`config.mk`:
```
export PLATFORM = sky130hd
export DESIGN_NAME = oqte_cell
export DESIGN_NICKNAME = d
export VERILOG_FILES = /design/src/design/assert_macros.svh /design/src/design/oqte_pkg.sv /design/src/design/oqte_cell.sv
export SDC_FILE = /design/constraint.sdc
export NUM_CORES = 1
export LEC_CHECK = 0
export BUFFER_PORTS_ARGS = -buffer_cell sky130_fd_sc_hd__buf_4
export CAP_MARGIN = 20
export CORE_ASPECT_RATIO = 0.75
export CORE_MARGIN = 5
export CORE_UTILIZATION = 40
export CTS_BUF_LIST = sky130_fd_sc_hd__clkbuf_16
export CTS_CLUSTER_SIZE = 20
export DETAILED_ROUTE_END_ITERATION = 10
export GPL_ROUTABILITY_DRIVEN = 0
export HOLD_SLACK_MARGIN = 0.15
export PLACE_DENSITY_LB_ADDON = 0.08
export SYNTH_ARGS = -nofsm -noshare
export SYNTH_HDL_FRONTEND = slang
export SYNTH_SLANG_ARGS = --single-unit
```
`constraint.sdc`:
```
create_clock -name clock -period 2.7 [get_ports clock]
set_input_delay 0.81 -clock clock [delete_from_list [all_inputs] [get_ports clock]]
set_output_delay 0.81 -clock clock [all_outputs]
set_load 0.005 [all_outputs]
```
`src/design/assert_macros.svh`:
```
// Assertion macros shared by the queue RTL.
// No dependencies; included by modules that carry concurrent checks.
`ifndef ASSERT_MACROS_SVH
`define ASSERT_MACROS_SVH

// Check a property on every rising clock edge outside reset.
`define ASSERT_CLK(label, prop, msg) \
   label: assert property (@(posedge clock) disable iff (reset) (prop)) else $error(msg);

// Check an implication on every rising clock edge outside reset.
`define ASSERT_IMPLY(label, ante, cons, msg) \
   label: assert property (@(posedge clock) disable iff (reset) (ante) |-> (cons)) \
      else $error(msg);

`endif

```
`src/design/oqte_pkg.sv`:
```
// Package for the ordered queue with tag extract: constants, codes, types.
// No dependencies; used by the interfaces, the cell and the top level.
package oqte_pkg;

   localparam int QUEUE_DEPTH_DEF = 128;
   localparam int TAG_BITS_DEF    = 32;
   localparam int DATA_W          = 32;
   localparam int COUNT_OUT_W     = 8;
   localparam int THR_W           = 8;
   localparam logic [THR_W-1:0] WARN_RESET = 8'd100;

   // Request codes; code 3 is unused and changes nothing
   localparam logic [1:0] REQ_PUSH       = 2'd0;
   localparam logic [1:0] REQ_PULL_FRONT = 2'd1;
   localparam logic [1:0] REQ_PULL_TAG   = 2'd2;

   typedef enum logic {
      ST_IDLE,
      ST_EXEC
   } oqte_state_type;

   // Per-cell load controls
   typedef struct packed {
      logic take_above;
      logic take_push;
   } oqte_cell_cmd_type;

endpackage

```
`src/design/oqte_cell.sv`:
```
// One queue slot: tag, value and valid, loaded from the next-younger
// neighbor on a shift or from the push word. Depends on oqte_pkg.
module oqte_cell #(
   parameter int TAG_W = oqte_pkg::TAG_BITS_DEF
) (
   input  logic                             clock,
   input  logic                             reset,
   input  oqte_pkg::oqte_cell_cmd_type      cmd,
   input  logic [TAG_W-1:0]                 above_tag,
   input  logic [oqte_pkg::DATA_W-1:0]      above_value,
   input  logic                             above_valid,
   input  logic [TAG_W-1:0]                 push_tag,
   input  logic [oqte_pkg::DATA_W-1:0]      push_value,
   input  logic [TAG_W-1:0]                 key_tag,
   output logic [TAG_W-1:0]                 tag,
   output logic [oqte_pkg::DATA_W-1:0]      value,
   output logic                             valid,
   output logic                             tag_eq
);
   import oqte_pkg::*;

   logic [TAG_W-1:0]  tag_ff;
   logic [DATA_W-1:0] value_ff;
   logic              valid_ff;

   // Valid: shift wins over push; push only lands on the first empty slot
   always_ff @(posedge clock) begin
      if (reset) begin
         valid_ff <= 1'b0;
      end else if (cmd.take_above) begin
         valid_ff <= above_valid;
      end else if (cmd.take_push) begin
         valid_ff <= 1'b1;
      end
   end

   // Payload, no reset
   always_ff @(posedge clock) begin
      if (cmd.take_above) begin
         tag_ff   <= above_tag;
         value_ff <= above_value;
      end else if (cmd.take_push) begin
         tag_ff   <= push_tag;
         value_ff <= push_value;
      end
   end

   assign tag    = tag_ff;
   assign value  = value_ff;
   assign valid  = valid_ff;
   assign tag_eq = valid_ff && (tag_ff == key_tag);

endmodule

```
==> qor.yml <==
clock_tree:
  cts_buffer_depth: 2
  htreeDepth: 3
  cts_tree: "built"
  clk_pin_slew_ns: 0.05
  cts-root-buf: "clkbuf_16"
  cts_hold_buf: 0
  worstSkewPairLatency_ns: 0.31
  cts-buffers-inserted: 9
  clock_sinks: 65
synth:
  ys_top_cells_by_area: "edfxtp_1 (62%), mux2_2 (23%), xor2_1 (8.0%), nor4_1 (1.4%), xnor2_1 (1.1%)"
  syn_area_per_cell_um2: 16.7
  syn-num-nets: 350
  syn-cell-area_mm2: 0.00308
  synth-edff-count: 64
  syn_inst: 185
  synthArstFlopShare_pct: 0
  synth_cell_type_count: 15
  synth_top_area_share_pct: 62.4
  ys_seq_area_share_pct: 63.0
  yosysWarningCount: 0
  netlist_top_cells_count: "edfxtp_1 (64), mux2_2 (64), xor2_1 (28)"
  ys.flop_type: "edfxtp_1"
  yosys_register_bits: 65
  yosysTopAreaCell: "edfxtp_1"
worst_hold_path:
  holdCritPathClass: "in -> reg"
setup_path:
  end_kind: "output port"
  cp_max_fo: 1
  worstPathRequired_ns: 1.89
  critPathSlowestCell: "nor4_2"
  slowest_delay_ns: 0.34
  startpoint_type: "input pin"
  cp_data_arrival_time_ns: 2.05
  worstPathCellList: "buf_6 > xor2_1 > nor4_2 > buf_4 > nand4_1 > nor4_2 > buf_4"
  critPathKind: "in -> out"
place:
  place_area_mm2: 0.00496
  dp_hpwl_um: 7720
  placedCellCount: 515
  placement.io_buffers: 230
layout:
  drive_gt1_share_pct: 74.0
  fin_nets: 590
  diodes: 0
  final_area_mm2: 0.00525
  instances_no_fill: 531
  synthToLayoutAreaGrowth_pct: 70.4
sta:
  skew_ns: 0
  holdWs_ns: 0.654
  fin_crit_ns: 2.86
  worst_pin_slew_ns: 0.390
  worst_slack_ns: -0.161
  relSlewSlack_pct: 74.0
  setup_violations: 1
  period_share_pct: 106
  setup-tns-final_ns: -0.161
  hold_violations: 0
  rsz0062_at_grt: "yes"
  max_freq_mhz: 350
  slew_violations: 0
drt:
  drc_errors: 0
  vias_per_cell: 4.63
  drt_wl_total_um: 9440
  drtAntennaViolNets: 0
  drt_iter0_drc: 44
  wl_per_cell_um: 17.8
  dr.pass1.iters: 4
  vias: 2461
pwr:
  p_clk_share_pct: 34.9
  power_mw: 2.88
  p_leak_nw: 2.34
  power.switching_mw: 0.645
  share_seq_of_total_power_pct: 45.0
  power_frac_comb_pct: 20.0
  p_per_area_mw_per_mm2: 549
  swShare_pct: 22.4
  internal_power_mw: 2.24
  vdd_ir_drop_max_mv: 0.363
grt:
  grt_pass1_vias: 2787
  grt_max_degree: 44
  antenna_found_initial: 0
  grt-ovfl-total: 0
  grt_usage_pct: 19.3
  grt_pass1_wl_um: 14300
floorplan:
  rows: 27
  fp.dieW_um: 111
  die-area_mm2: 0.00958
  core-area_mm2: 0.00743
  die_y_um: 86.0
  start_util_pct: 41.5
  io_pins: 231
status:
  violations: "setup timing"
  outcome: "finished, violations left"
job:
  timing.max_cap.violations: 0
-- metrics by stage --
stage               worst slack (ns)  util, %
CTS                           -0.128     70.6
detailed placement            -0.368     66.8
floorplan                      0.226        -
global placement              -0.350     66.8
finish                        -0.161     70.6
global route                  -0.212     70.6
-- path summary, 6_finish.rpt --
check,endpoint,slack (ns),cells after the start,start
worst min register to register,valid$_SDFFE_PP0P_,0.67,4,valid$_SDFFE_PP0P_
worst max-delay path,tag_eq,-0.16,7,key_tag[17]
worst min-delay path,valid$_SDFFE_PP0P_,0.65,2,reset
worst max register to register,valid$_SDFFE_PP0P_,1.94,4,valid$_SDFFE_PP0P_
-- logic make-up (layout without fill, tap and decap cells) --
| group | count (synthesis) | count (layout) | synth area share, % |
|---|---|---|---|
| and+or+nand+nor | 16 | 16 | 3.05 |
| AOI/OAI and AO/OA | 1 | 1 | 0.162 |
| xor gates and xnor gates | 32 | 32 | 9.09 |
| DFF | 65 | 65 | 63.0 |
| muxes | 64 | 64 | 23.4 |
| buffers and inverters | 7 | 252 | 1.30 |
-- state kept, by name, indices dropped and copies added, names as in the netlist --
| signal | count |
|---|---|
| valid | 1 |
| tag | 32 |
| value | 32 |
-- power by group through the flow --
stage	Sequential, mW	Clock, mW	Combinational, mW
after floorplan	1.32	0	0.165
after global placement	1.31	0	0.567
after detailed placement	1.32	0	0.579
after CTS	1.30	1.03	0.586
after global routing	1.31	1.08	0.622
final	1.30	1.01	0.577
-- metal layers --
metal / routed length, um / vias to the layer above / track usage (%)
li1: - / 1182 / -
met1: 3340 / 1140 / 19.8
met2: 5020 / 133 / 35.5
met3: 991 / 6 / 9.52
met4: 84 / 0 / 4.86
met5: 0 / - / 0
-- layout by cell type, fill, tap and decap left out --
| cell | synthesis | final |
|---|---|---|
| inv_1 | 0 | 1 |
| nor4_2 | 1 | 2 |
| clkinv_2 | 0 | 3 |
| clkinvlp_4 | 0 | 1 |
| a21oi_1 | 1 | 1 |
| clkinv_1 | 0 | 1 |
| nand2_1 | 1 | 1 |
| or2_2 | 1 | 1 |
| xor2_1 | 28 | 27 |
| xnor2_1 | 4 | 4 |
| buf_4 | 2 | 232 |
| nand4_1 | 1 | 1 |
| clkbuf_16 | 0 | 9 |
| edfxtp_1 | 64 | 64 |
| nand3_1 | 2 | 2 |
| nor4_1 | 7 | 6 |
| clkinv_4 | 0 | 1 |
| mux2_2 | 64 | 64 |
| buf_12 | 0 | 2 |
| buf_6 | 0 | 2 |
| dfxtp_1 | 1 | 1 |
| nor2_1 | 3 | 3 |
| xor2_2 | 0 | 1 |
-- final cells by class --
class	count	area [um2]
clock buffer	9	225
clock inverter	7	38.8
fill	569	2180
tap	101	126
multi-input combinational	113	1110
sequential	65	1940
timing repair buffer	236	1800
-- critical path: cells and delay by family --
kind / cells / cell delay (ns)
xor+xnor: 1 / 0.16
simple gates: 3 / 0.66
buf+inv: 3 / 0.41
-- repair_timing --
action                     in CTS  in global routing
gates cloned                    0                  0
pin swaps                       3                  0
buffers inserted                0                  0
resized for setup               4                  0
setup endpoints to repair       1                  1
Note: power is estimated with default switching activity, not from simulation.
